`config.mk`:
```
export PLATFORM = sky130hd
export DESIGN_NAME = ffha_mem
export DESIGN_NICKNAME = d
export VERILOG_FILES = /design/src/design/ffha_pkg.sv /design/src/design/ffha_mem.sv
export SDC_FILE = /design/constraint.sdc
export NUM_CORES = 2
export LEC_CHECK = 0
export BUFFER_PORTS_ARGS = -buffer_cell sky130_fd_sc_hd__buf_4
export CAP_MARGIN = 0
export CORE_UTILIZATION = 50
export CTS_CLUSTER_SIZE = 24
export DETAILED_ROUTE_END_ITERATION = 10
export GPL_TIMING_DRIVEN = 0
export PLACE_DENSITY = 0.65
export SLEW_MARGIN = 30
export SYNTH_ARGS = -nofsm -noshare
export SYNTH_HDL_FRONTEND = slang
export SYNTH_SLANG_ARGS = --single-unit
```
`constraint.sdc`:
```
create_clock -name clk -period 13.7 [get_ports clk]
set_clock_uncertainty 0.2 [all_clocks]
set_input_delay 2.74 -clock clk [delete_from_list [all_inputs] [get_ports clk]]
set_output_delay 2.74 -clock clk [all_outputs]
set_load 0.02 [all_outputs]
```
`src/design/ffha_pkg.sv`:
```
// ----------------------------------------------------------------------------
// ffha_pkg
// Shared types, constants and helpers of the first-fit heap allocator.
// ----------------------------------------------------------------------------
`default_nettype none

package ffha_pkg;

    localparam int MAX_EXTENTS  = 64;
    localparam int EXT_AW       = $clog2(MAX_EXTENTS);
    localparam int CNT_W        = $clog2(MAX_EXTENTS + 1);
    localparam int GRANULE      = 8;
    localparam int HEADER_BYTES = 8;
    localparam int WORD_W       = 32;
    localparam int ALIGN_W      = 16;
    localparam int REM_W        = ALIGN_W + 1;
    localparam int DIV_CNT_W    = $clog2(WORD_W + 1);
    localparam int CFG_IDX_W    = 1;
    localparam int IN_DATA_W    = 80;
    localparam int OUT_DATA_W   = 136;

    typedef enum logic [1:0] {
        ACT_INIT  = 2'd0,
        ACT_ALLOC = 2'd1,
        ACT_FREE  = 2'd2,
        ACT_NONE  = 2'd3
    } action_t;

    typedef enum logic [1:0] {
        ST_OK         = 2'd0,
        ST_NO_MEMORY  = 2'd1,
        ST_TABLE_FULL = 2'd2
    } status_t;

    typedef enum logic [CFG_IDX_W-1:0] {
        CFG_HEAP_BASE   = 1'b0,
        CFG_HEAP_LENGTH = 1'b1
    } cfg_reg_t;

    typedef enum logic [4:0] {
        S_IDLE,
        S_A_RD,
        S_A_WAIT,
        S_A_MOD,
        S_A_EVAL,
        S_F_RD,
        S_F_WAIT,
        S_F_DECIDE,
        S_INS,
        S_INS_RD,
        S_INS_WR,
        S_INS_PUT,
        S_DEL,
        S_DEL_RD,
        S_DEL_WR,
        S_STAT,
        S_ST_RD,
        S_ST_ACC,
        S_DONE
    } state_t;

    typedef struct packed {
        logic [WORD_W-1:0] start;
        logic [WORD_W-1:0] size;
    } ext_t;

    typedef struct packed {
        logic               busy;
        logic               done;
        logic [ALIGN_W-1:0] rem;
    } mod_res_t;

    // Add two sizes and clamp at the largest word value.
    function automatic logic [WORD_W-1:0] sat_add(input logic [WORD_W-1:0] a,
                                                  input logic [WORD_W-1:0] b);
        logic [WORD_W:0] s;
        s = {1'b0, a} + {1'b0, b};
        return s[WORD_W] ? {WORD_W{1'b1}} : s[WORD_W-1:0];
    endfunction

endpackage

`default_nettype wire

```
`src/design/ffha_mem.sv`:
```
// ----------------------------------------------------------------------------
// ffha_mem
// Extent table storage: one write port, one read port, registered read data.
// ----------------------------------------------------------------------------
`default_nettype none

module ffha_mem (
    input  wire logic                      clk,
    input  wire logic                      we,
    input  wire logic [ffha_pkg::EXT_AW-1:0] waddr,
    input  wire ffha_pkg::ext_t            wdata,
    input  wire logic                      re,
    input  wire logic [ffha_pkg::EXT_AW-1:0] raddr,
    output ffha_pkg::ext_t                 rdata
);
    import ffha_pkg::*;

    ext_t mem [MAX_EXTENTS];
    ext_t rdata_reg;

    always_ff @(posedge clk)
    begin
        if (we)
        begin
            mem[waddr] <= wdata;
        end
        if (re)
        begin
            rdata_reg <= mem[raddr];
        end
    end

    assign rdata = rdata_reg;

endmodule

`default_nettype wire

```
## Word-level counts from Yosys, hierarchy flattened

Memory sizes are Yosys's and may differ from the RTL's. A register that Yosys moved wholly into a read port is not among the register bits.
Index checks and enable logic that the tools add are counted.

| storage, ports and cells | value |
|---|---|
| output and inout bits | 64 |
| word-level logic and storage cells | 3 |
| memories kept | 1 |
| bits in writable memories | 4096 |
| bits of input ports | 79 |
| register bits after elaboration | 0 |

| operators by class | value |
|---|---|
| mux-type cells | 2 |

Memories:

| memory | depth | width | read ports | clocked after Yosys merged registers in | write ports | RTL line | RTL |
|---|---|---|---|---|---|---|---|
| mem | 64 | 64 | 1 | 1 | 1 | ffha_mem.sv:18 | `ext_t mem [MAX_EXTENTS];` |

Operators by type and width:

| kind | count |
|---|---|
| 1-bit two-way mux | 2 |

## Logic depth before layout (Yosys ltp)

| logic depth | value |
|---|---|
| depth in word-level cells | 2 |
| gate-level depth with buffers | 9 |
| depth with buffers taken out | 5 |

## Worst setup path after synthesis

OpenSTA, ideal clock, no wires.

| path | value |
|---|---|
| kind | input-to-reg |
| from | input port waddr[3] in the netlist's numbering |
| to | memory mem[48][0] in the netlist's numbering, enable pin |
| library setup time | 0.564 ns |
| data arrival time | 7.612 ns |
| slack | 5.324 ns |
| data required time | 12.936 ns |
| buffers on the path | 1 |
| stages on the path | 4 |
| cell sequence | clkbuf_1 nor2b_1 nand4b_1 nor3_1 |

RTL lines:

| what | RTL line | RTL |
|---|---|---|
| start: declaration | ffha_mem.sv:10 | `input wire logic [ffha_pkg::EXT_AW-1:0] waddr,` |
| end: declaration | ffha_mem.sv:18 |  |

Straight into the memory's write port.

==> results.sh <==
export IMPL_cts_setup_buffers=0
export IMPL_yosysTopAreaCell="edfxtp_1"
export IMPL_ys_seq_elements=4160
export IMPL_cts_tree="done"
export IMPL_drc_errors=0
export IMPL_row_count=205
export IMPL_yosys_most_used_dff="edfxtp_1"
export IMPL_drt_iter0_drc=11178
export IMPL_max_vdd_ir_drop_uv=115
export IMPL_worstPathMaxFanout=10
export IMPL_synth_top_area_share_pct=79.6
export IMPL_grtUsageMet1_pct=37.6
export IMPL_antenna_found_initial=37
export IMPL_yosysWarnings=0
export IMPL_synthToLayoutAreaGrowth_pct=17.5
export IMPL_clockBufferDepth=4
export IMPL_finalHoldViolations=0
export IMPL_clock_sinks=4160
export IMPL_worst_setup_path_start_kind="primary input"
export IMPL_vias=76903
export IMPL_crit_type="in2reg"
export IMPL_synth_edff_count=4160
export IMPL_synth_simple_area_share_pct=1.23
export IMPL_synth_common_cells="4160 x edfxtp_1, 1024 x mux4_2, 170 x buf_2, 168 x a22oi_1, 140 x clkbuf_1"
export IMPL_timing_final_crit_period_ns=6.29
export IMPL_io_buffers=134
export IMPL_dieHeight_um=562
export IMPL_yosysMostFrequentCell="edfxtp_1"
export IMPL_grt_use_total_pct=27.0
export IMPL_dp_hpwl_um=289000
export IMPL_routed_wl_um=426000
export IMPL_setup_viol=0
export IMPL_finalCritPeriodShare_pct=45.9
export IMPL_drive_gt1_share_pct=30.6
export IMPL_slew_violations=0
export IMPL_synth_cell_types=32
export IMPL_fin_util_pct=59.1
export IMPL_cts_root_buffer_cell="clkbuf_16"
export IMPL_fin_ws_ns=7.41
export IMPL_power_switching_uw=5800
export IMPL_synth_compound_area_share_pct=2.47
export IMPL_pwr_share_clk_pct=41.7
export IMPL_clock_latency_ns=1.00
export IMPL_cts_htree_levels=5
export IMPL_synth_cells=6598
export IMPL_rsz0062_at_grt="no"
export IMPL_synth_area_sq_mm=0.157
export IMPL_viasPerCell=6.44
export IMPL_min_path_type="reg2reg"
export IMPL_numCtsBuffers=409
export IMPL_status="finished clean"
export IMPL_grt_max_degree=65
export IMPL_critPathArrivalTime_ns=6.74
export IMPL_p_per_area_mw_per_mm2=145
export IMPL_seq_power_share_pct=53.0
export IMPL_ys_seq_area_share_pct=79.6
export IMPL_multi_input_area_sq_mm=0.0309
export IMPL_nNetsFinal=7522
export IMPL_synthMuxAreaShare_pct=15.6
export IMPL_worst_slew_pin_slew_ns=1.12
export IMPL_regArea_sq_mm=0.125
export IMPL_critPathCaptureType="flip-flop"
export IMPL_combPwrFrac_pct=5.3
export IMPL_ctsResizeCount=0
export IMPL_firstDrtPassIters=7
export IMPL_largest_reg_flops=4096
export IMPL_die_w_um=562
export IMPL_grt_use_met3_pct=5.59
export IMPL_wl_per_cell_um=35.7
export IMPL_fmax_mhz=159
export IMPL_place_ws_ns=6.43
export IMPL_maxCapViolCount=0
export IMPL_final_antenna_net_count=0
export IMPL_syn_num_nets=6677
export IMPL_grt_pass1_wl_um=594000
export IMPL_fillCellCount=21266
export IMPL_coreArea_sq_mm=0.312
export IMPL_worst_hold_slack_ns=0.742
export IMPL_synth_xor_area_share_pct=0
export IMPL_grtUsageMet2_pct=42.7
export IMPL_grt_busiest_layer="met2"
export IMPL_slew_headroom_pct=25.1
export IMPL_swShare_pct=21.8
export IMPL_cts_hold_buf=0
export IMPL_syn_avg_cell_area_sq_um=23.8
export IMPL_crit_required_ns=14.15
export IMPL_ios=143
export IMPL_synth_fa_ha_area_share_pct=0
export IMPL_synthTopCellsByArea="edfxtp_1 80%, mux4_2 15%, mux2i_1 0.86%"
export IMPL_gp_congestion=0.831
export IMPL_internal_power_uw=20900
export IMPL_clkTransAtPathRegs_ns=0.06
export IMPL_p_leak_uw=0.0580
export IMPL_synthArstFlopShare_pct=0
export IMPL_initial_core_util_pct=50.3
export IMPL_synth_top_family_by_area="multiplexers"
export IMPL_dieArea_sq_mm=0.316
export IMPL_first_global_vias=76998
export IMPL_overflow=0
## worst max-delay path: stages
cell and delay (ns):
buf_4 0.20, buf_2 0.74, buf_2 0.61, mux4_2 0.57, mux2i_1 0.32, o22ai_1 0.35, a31oi_1 0.89, a211oi_1 0.24
## area by class of cell
| class | instances | share of cell area (%) |
|---|---|---|
| Antenna cell | 13 | 0.0176 |
| Buffer | 370 | 0.969 |
| Clock buffer | 491 | 5.74 |
| Clock inverter | 258 | 1.43 |
| Inverter | 19 | 0.0387 |
| Multi-Input combinational cell | 2049 | 16.7 |
| Sequential cell | 4160 | 67.7 |
| Tap cell | 4140 | 2.81 |
| Timing Repair Buffer | 434 | 4.57 |
## cells in the final DEF, fill, tap and decap left out, drive strengths merged, types with 13 or more instances in the layout
cell type	n
edfxtp	4160
mux4	1024
buf	664
clkbuf	631
clkinv	192
a22oi	168
mux2i	135
nor2	112
a22o	88
o22ai	83
and3	64
a211oi	63
nand2	58
nand3	45
bufinv	39
o221ai	38
or3	29
inv	29
or2	28
nor2b	28
a41oi	26
a2bb2oi	19
a31oi	18
clkinvlp	17
diode	13
## metrics by stage
stage / setup TNS, ns / power, uW / cell area [sq um] / std cells
after CTS: 0 / 26800 / 184000 / 11919
after detailed placement: 0 / 15800 / 171000 / 11170
final: 0 / 26700 / 185000 / 11934
after global placement: -190.27 / 15700 / 163000 / 10872
after global routing: 0 / 27300 / 185000 / 11926
after floorplan: 0 / 15100 / 157000 / 6598
## kinds of logic (layout without fill, tap and decap cells)
group | after synthesis | after routing
compound gates | 504 | 504
simple gates | 386 | 386
mux | 1159 | 1159
flops | 4160 | 4160
buf+inv | 389 | 1572
other cells | 0 | 13
## routing by layer
metal | share of wire (%) | wire [um]
met1 | 38 | 161000
met3 | 10 | 43900
met2 | 48 | 203000
met4 | 4.1 | 17600
met5 | 0.021 | 89
## final timing paths
kind / start / to / slack, ns / depth (start not counted)
max: raddr[0] / rdata[38]$_DFFE_PP_ / 7.41 / 8
min: mem[44][48]$_DFFE_PP_ / rdata[48]$_DFFE_PP_ / 0.74 / 4
max reg2reg: mem[63][38]$_DFFE_PP_ / rdata[38]$_DFFE_PP_ / 10.56 / 5
min reg2reg: mem[44][48]$_DFFE_PP_ / rdata[48]$_DFFE_PP_ / 0.74 / 4
## power groups by stage
stage	combinational (uW)	sequential, uW	clock, uW
3_5_place_dp	1410	14400	0
2_1_floorplan	657	14400	0
4_1_cts	1410	14100	11200
5_1_grt	1470	14100	11700
3_3_place_gp	1330	14400	0
6_report	1420	14100	11100
Note: power is estimated with default switching activity, not from simulation.
