<file path="src/design/ffha_pkg.sv">
// ----------------------------------------------------------------------------
// ffha_pkg
// Shared types, constants and helpers of the first-fit heap allocator.
// ----------------------------------------------------------------------------
`default_nettype none

package ffha_pkg;

    localparam int MAX_EXTENTS  = 64;
    localparam int EXT_AW       = $clog2(MAX_EXTENTS);
    localparam int CNT_W        = $clog2(MAX_EXTENTS + 1);
    localparam int GRANULE      = 8;
    localparam int HEADER_BYTES = 8;
    localparam int WORD_W       = 32;
    localparam int ALIGN_W      = 16;
    localparam int REM_W        = ALIGN_W + 1;
    localparam int DIV_CNT_W    = $clog2(WORD_W + 1);
    localparam int CFG_IDX_W    = 1;
    localparam int IN_DATA_W    = 80;
    localparam int OUT_DATA_W   = 136;

    typedef enum logic [1:0] {
        ACT_INIT  = 2'd0,
        ACT_ALLOC = 2'd1,
        ACT_FREE  = 2'd2,
        ACT_NONE  = 2'd3
    } action_t;

    typedef enum logic [1:0] {
        ST_OK         = 2'd0,
        ST_NO_MEMORY  = 2'd1,
        ST_TABLE_FULL = 2'd2
    } status_t;

    typedef enum logic [CFG_IDX_W-1:0] {
        CFG_HEAP_BASE   = 1'b0,
        CFG_HEAP_LENGTH = 1'b1
    } cfg_reg_t;

    typedef enum logic [4:0] {
        S_IDLE,
        S_A_RD,
        S_A_WAIT,
        S_A_MOD,
        S_A_EVAL,
        S_F_RD,
        S_F_WAIT,
        S_F_DECIDE,
        S_INS,
        S_INS_RD,
        S_INS_WR,
        S_INS_PUT,
        S_DEL,
        S_DEL_RD,
        S_DEL_WR,
        S_STAT,
        S_ST_RD,
        S_ST_ACC,
        S_DONE
    } state_t;

    typedef struct packed {
        logic [WORD_W-1:0] start;
        logic [WORD_W-1:0] size;
    } ext_t;

    typedef struct packed {
        logic               busy;
        logic               done;
        logic [ALIGN_W-1:0] rem;
    } mod_res_t;

    // Add two sizes and clamp at the largest word value.
    function automatic logic [WORD_W-1:0] sat_add(input logic [WORD_W-1:0] a,
                                                  input logic [WORD_W-1:0] b);
        logic [WORD_W:0] s;
        s = {1'b0, a} + {1'b0, b};
        return s[WORD_W] ? {WORD_W{1'b1}} : s[WORD_W-1:0];
    endfunction

endpackage

`default_nettype wire

</file>
<file path="src/design/ffha_mod.sv">
// ----------------------------------------------------------------------------
// ffha_mod
// Bit-serial remainder unit: one dividend bit per cycle.
// ----------------------------------------------------------------------------
`default_nettype none

module ffha_mod (
    input  wire logic                        clk,
    input  wire logic                        rst_n,
    input  wire logic                        start,
    input  wire logic [ffha_pkg::WORD_W-1:0]  dividend,
    input  wire logic [ffha_pkg::ALIGN_W-1:0] divisor,
    output ffha_pkg::mod_res_t               res
);
    import ffha_pkg::*;

    logic                 busy_reg, busy_next;
    logic                 done_reg, done_next;
    logic [DIV_CNT_W-1:0] cnt_reg, cnt_next;
    logic [ALIGN_W-1:0]   rem_reg, rem_next;
    logic [WORD_W-1:0]    dvd_reg, dvd_next;
    logic [ALIGN_W-1:0]   div_reg, div_next;
    logic [REM_W-1:0]     trial;

    assign trial = {rem_reg, dvd_reg[WORD_W-1]};

    always_comb
    begin
        busy_next = busy_reg;
        done_next = 1'b0;
        cnt_next  = cnt_reg;
        rem_next  = rem_reg;
        dvd_next  = dvd_reg;
        div_next  = div_reg;
        if (start)
        begin
            busy_next = 1'b1;
            cnt_next  = DIV_CNT_W'(WORD_W);
            rem_next  = '0;
            dvd_next  = dividend;
            div_next  = divisor;
        end
        else if (busy_reg)
        begin
            if (trial >= {1'b0, div_reg})
            begin
                rem_next = ALIGN_W'(trial - {1'b0, div_reg});
            end
            else
            begin
                rem_next = trial[ALIGN_W-1:0];
            end
            dvd_next = {dvd_reg[WORD_W-2:0], 1'b0};
            cnt_next = cnt_reg - 1'b1;
            if (cnt_reg == DIV_CNT_W'(1))
            begin
                busy_next = 1'b0;
                done_next = 1'b1;
            end
        end
    end

    always_ff @(posedge clk or negedge rst_n)
    begin
        if (!rst_n)
        begin
            busy_reg <= 1'b0;
            done_reg <= 1'b0;
            cnt_reg  <= '0;
        end
        else
        begin
            busy_reg <= busy_next;
            done_reg <= done_next;
            cnt_reg  <= cnt_next;
        end
    end

    always_ff @(posedge clk)
    begin
        rem_reg <= rem_next;
        dvd_reg <= dvd_next;
        div_reg <= div_next;
    end

    assign res = '{busy: busy_reg, done: done_reg, rem: rem_reg};

endmodule

`default_nettype wire
</file>
<file path="config.mk">
export PLATFORM = sky130hd
export DESIGN_NAME = ffha_mod
export DESIGN_NICKNAME = d
export VERILOG_FILES = /design/src/design/ffha_pkg.sv /design/src/design/ffha_mod.sv
export SDC_FILE = /design/constraint.sdc
export NUM_CORES = 1
export LEC_CHECK = 0
export ABC_AREA = 1
export BUFFER_PORTS_ARGS = -buffer_cell sky130_fd_sc_hd__buf_2
export CAP_MARGIN = 20
export CELL_PAD_IN_SITES_DETAIL_PLACEMENT = 0
export CELL_PAD_IN_SITES_GLOBAL_PLACEMENT = 1
export CORE_ASPECT_RATIO = 1.25
export CORE_MARGIN = 2
export CORE_UTILIZATION = 42
export DETAILED_ROUTE_END_ITERATION = 10
export GPL_ROUTABILITY_DRIVEN = 0
export PLACE_DENSITY = 0.84
export SLEW_MARGIN = 10
export SYNTH_ARGS = -nofsm -noshare
export SYNTH_HDL_FRONTEND = slang
export SYNTH_SLANG_ARGS = --single-unit
</file>
<file path="constraint.sdc">
create_clock -name clk -period 2.1 [get_ports clk]
set_input_delay 0.63 -clock clk [delete_from_list [all_inputs] [get_ports clk]]
set_output_delay 0.63 -clock clk [all_outputs]
set_load 0.03 [all_outputs]
</file>
# After elaboration in Yosys (flattened, before gate mapping)
# Cells that the tools add are included.
# word_totals
ramBits,0
inputBits,51
latchBits,0
wordCells,22
out_inout_bits,18
memories,0
ff_bits,72
romBits,0
# classes
n_eq_ne,1
bitwise,0
n_div,0
n_shift,0
n_mux,11
n_mul,0
magnitude_cmp,1
n_reduce_logical,1
addsub,2
# ops
operator,n
$mux W32,2
$ge A17 B16 Y1,1
$mux W16,1
$sub A16 B16 Y16,1
$mux W6,2
$eq A6 B1 Y1 const B,1
$mux W1,6
$sub A6 B1 Y6 const B,1
$reduce_bool A2 Y1,1

# Longest topological paths before layout
# logic_depth
depth_word,4
mapped_depth,14
ltp_nobuf,14

# Worst setup path after synthesis
# Ideal clock, no wire load.
# synth_path
path_kind,input-to-reg
startpoint,input port start
endpoint,register dvd_reg[0] (enable)
cell_stages,3
n_path_buf,1
slack_ps,112
setup_time_ps,391
required_time_ps,1709
arrival_time_ps,1597
path_cell_list,buf_2 > nor2_1 > inv_1
# synth_via
elab_chain_cells,1
# synth_lines
item,line,source
start: declaration,ffha_mod.sv:10,"input wire logic start,"
$reduce_bool A2 Y1 (no line),--,
end signal: assignment,ffha_mod.sv:82,dvd_reg <= dvd_next;
end: declaration,ffha_mod.sv:21,"logic [WORD_W-1:0] dvd_reg, dvd_next;"
# No other way between the ends.
# A chain may end at the register's enable or synchronous reset.

# Final worst setup path
# layout_path
startpoint,register dvd_reg[31]
endpoint,register rem_reg[14]
# layout_via
elab_chain_cells,2
word_cells_on_any_way,3
cone_classes,add/sub (1); order compare (1); mux (1)
# layout_lines
item,line,source
$sub A16 B16 Y16 or $ge A17 B16 Y1 (tied branches),"ffha_mod.sv:47, ffha_mod.sv:45",
$mux W16 *,ffha_mod.sv:45,"if (trial >= {1'b0, div_reg})"
end signal: assignment,ffha_mod.sv:81,rem_reg <= rem_next;
end: declaration,ffha_mod.sv:20,"logic [ALIGN_W-1:0] rem_reg, rem_next;"
# Every way passes the cells marked *; elsewhere a longest branch is shown, timed or not.

==> metrics.md <==
| Metric | Value |
|---|---|
| Slew margin rel. | `between 60 and 70%` |
| Max Cap Viol | `0` |
| Busiest grt layer | `met2` |
| Layout cell share with drive strength beyond 1 | `19.7%` |
| EDFF count, synth | `48` |
| Tcrit/Tclk final | `93.3%` |
| Synth Instances | `between 500 and 600` |
| Antenna Nets Post-Route | `0` |
| Highest clock rate | `0.510 GHz` |
| DP HPWL | `6740 um` |
| Die Y | `116 um` |
| CTS clock-pin slew for the worst setup and hold paths | `0.06 ns` |
| First-pass GRT wire length | `15600 um` |
| CTS Buf Count | `9` |
| Synth warn | `0` |
| Post-layout util | `51.8%` |
| Vias per cell | `between 4 and 5` |
| Tot GR Track Use | `18.7%` |
| # port buffers | `68` |
| Hold Slack | `0.124 ns` |
| Clock Sinks | `72` |
| Critical path startpoint category | `register` |
| RSZ-0062 raised after global routing | `yes` |
| WS Path Type | `reg -> reg` |
| Ys async rst share | `11.1%` |
| # diodes | `0` |
| Least-Margin Pin Slew | `0.485 ns` |
| Final worst path period need | `approximately 2 ns` |
| Max VDD drop | `479 uV` |
| Core area | `0.00966 sq mm` |
| Worst-skew pair later-pin latency | `0.34 ns` |
| Vias in the first global route | `3442` |
| Hold crit path type | `in -> async` |
| Clock root cell | `clkbuf_16` |
| # IOs | `69` |
| Fin Setup TNS | `0 ns` |
| Crit-path cells | `inv_1, ha_1, inv_1, fa_2, nand2_1, nand2_2, nand2_1, nand2_1, nand2_1, nand2_1, nand2_1, nand3_2, nand2_1, nand2_1` |
| Register area | `0.00196 sq mm` |
| Die Area | `0.0108 sq mm` |
| Met1 GRT Util | `22.4%` |
| Most used DFF post-synth | `edfxtp_1` |
| Routed WL | `approximately 9300 um` |
| Status | `finished, final reports clean` |
| Area Growth Syn to Fin | `19.6%` |
| Gr ovfl total | `0` |
| First-pass detailed-route iteration total | `4` |
| Critical Path AT | `around 2.2 ns` |
| Area of the multi-input gates | `0.00185 sq mm` |
| Initial Utilization | `43.3%` |
| Vias | `~3500` |
| H-tree depth | `3` |
| Final Skew | `0.00740 ns` |
| Sequential area share after synthesis | `46.9%` |
| Met2 Track Usage GR | `31.5%` |
| FP Rows | `40` |
| PwrDens | `1170 mW/mm^2` |
| Wire length per cell | `12.8 um` |
| Final Hold Fails | `0` |
| Maximum clock path buffer count | `2` |
| Antenna violations before repair | `0` |
| Critical-path maximum fanout | `4` |
| Top cell by count, worst path | `nand2_1` |
| Yosys cell types | `38` |
| Worst setup EP type | `register` |
| GR Layer Usage met3 | `approximately 4.7%` |
| Max-slew violation count | `0` |
| Final net count | `670` |
| Filler cells | `just over 900` |
| Largest net degree at the start of global routing | `38` |
| Setup ws final | `roughly 0.14 ns` |
| DR iter-0 viols | `166` |
| Max FFs per register | `32` |
| CTS tree | `yes` |
| Largest stage delay, worst path | `0.40 ns` |
| Hold Buf Count CTS | `0` |
| Final setup vio count | `0` |
| Die Wd | `roughly 93 um` |
| Syn_nets | `595` |
| Pre-CTS setup slack | `between 0.05 and 0.06 ns` |
| Worst path slowest cell | `fa_2` |
| Data required time at the worst endpoint | `2.34 ns` |
| Seq cells post-synth | `72` |
| Lkg Pwr | `between 2 and 3 nW` |
| Syn Area/Cell | `between 7 and 8 sq um` |
| Post-Synthesis Cell Area | `0.00418 sq mm` |
| Residual DRC count | `0` |
where the power goes:
| part | switching (mW) | internal (mW) |
|---|---|---|
| Sequential | 0.156 | 1.76 |
| Combinational | 1.48 | 0.907 |
| Clock | 0.623 | 0.927 |
| Total | 2.26 | 3.59 |
cell usage in the layout (no fill, tap or decap), types with 3 or more instances in the layout:
cell,instances
xnor2_1,5
o21ai_0,8
nand3_1,33
nand2_2,7
o21ai_1,3
buf_4,8
ha_1,18
dfxtp_1,16
nor3_1,4
a21oi_1,12
nor2_1,14
nand2_1,216
clkbuf_16,9
dfrtp_1,8
inv_1,77
edfxtp_1,48
nand3_2,8
nor2_4,3
buf_2,68
nand3b_1,7
nand4_1,6
final cells by class:
cell class	instances	area share (%)
multi-input cells	361	37.1
clock buffers	10	4.58
flip-flops and latches	72	39.2
well taps	126	3.15
inverters	78	5.85
repair buffers	78	8.80
clock inverters	6	1.35
Yosys cell counts (2+ instances only):
master / number / area, sq um
nand3_2: 8 / 80.1
o21ai_0: 8 / 40.0
nand2_1: 217 / 815
ha_1: 18 / 225
nand4_1: 6 / 37.5
a21oi_1: 12 / 60.1
dfrtp_1: 8 / 200
xnor2_1: 5 / 43.8
nand2_2: 6 / 37.5
buf_2: 2 / 10.0
xor2_1: 2 / 17.5
clkbuf_1: 6 / 22.5
nand3_1: 33 / 165
buf_4: 2 / 15.0
edfxtp_1: 48 / 1440
o21ai_1: 3 / 15.0
and2_1: 3 / 18.8
dfxtp_1: 16 / 320
inv_1: 77 / 289
nor3_1: 4 / 20.0
buf_6: 2 / 22.5
nor2_1: 14 / 52.6
nor2_4: 3 / 33.8
nand3b_1: 7 / 52.6
nor2_2: 2 / 12.5
stage by stage:
step	cell area [sq um]	power (mW)	cells
global route	5000	6.30	731
finish	5000	5.85	731
CTS	4950	5.78	727
detailed placement	4650	4.22	711
floorplan	4180	3.72	525
global placement	4650	4.19	711
worst paths after layout:
check                      slack (ns)        start  cells after the start     endpoint
hold reg to reg                  0.48   rem_reg[9]                      2   rem_reg[9]
max in group asynchronous        1.80        rst_n                      1   cnt_reg[0]
setup reg to reg                 0.14  dvd_reg[31]                     14  rem_reg[14]
min in group clk                 0.46   divisor[9]                      1   div_reg[9]
setup / recovery                 0.14  dvd_reg[31]                     14  rem_reg[14]
hold / removal                   0.12        rst_n                      1   cnt_reg[4]
cells by family after synthesis:
kind of cell / synth area share, %
simple gates: 33.4
compound gates: 3.29
buf+inv: 9.12
flops: 46.9
fa+ha+maj: 5.86
xor+xnor: 1.47
routing by layer:
layer,vias to the layer above,routed length [um]
met4,0,219
li1,1806,-
met2,81,4600
met1,1548,4020
met5,-,0
met3,16,488
what timing repair did:
item	4_1_cts	5_1_grt
setup endpoints to repair	0	15
gates resized for setup	0	4
buffers inserted	0	4
worst max-delay path: cells and delay by family, from the launching register on:
kind,cells,cell delay [ns]
DFF,1,0.36
and+or+nand+nor,10,0.76
adders and majority gates,2,0.55
buffers and inverters,2,0.18
No activity file was read; power rests on OpenSTA's default activity.
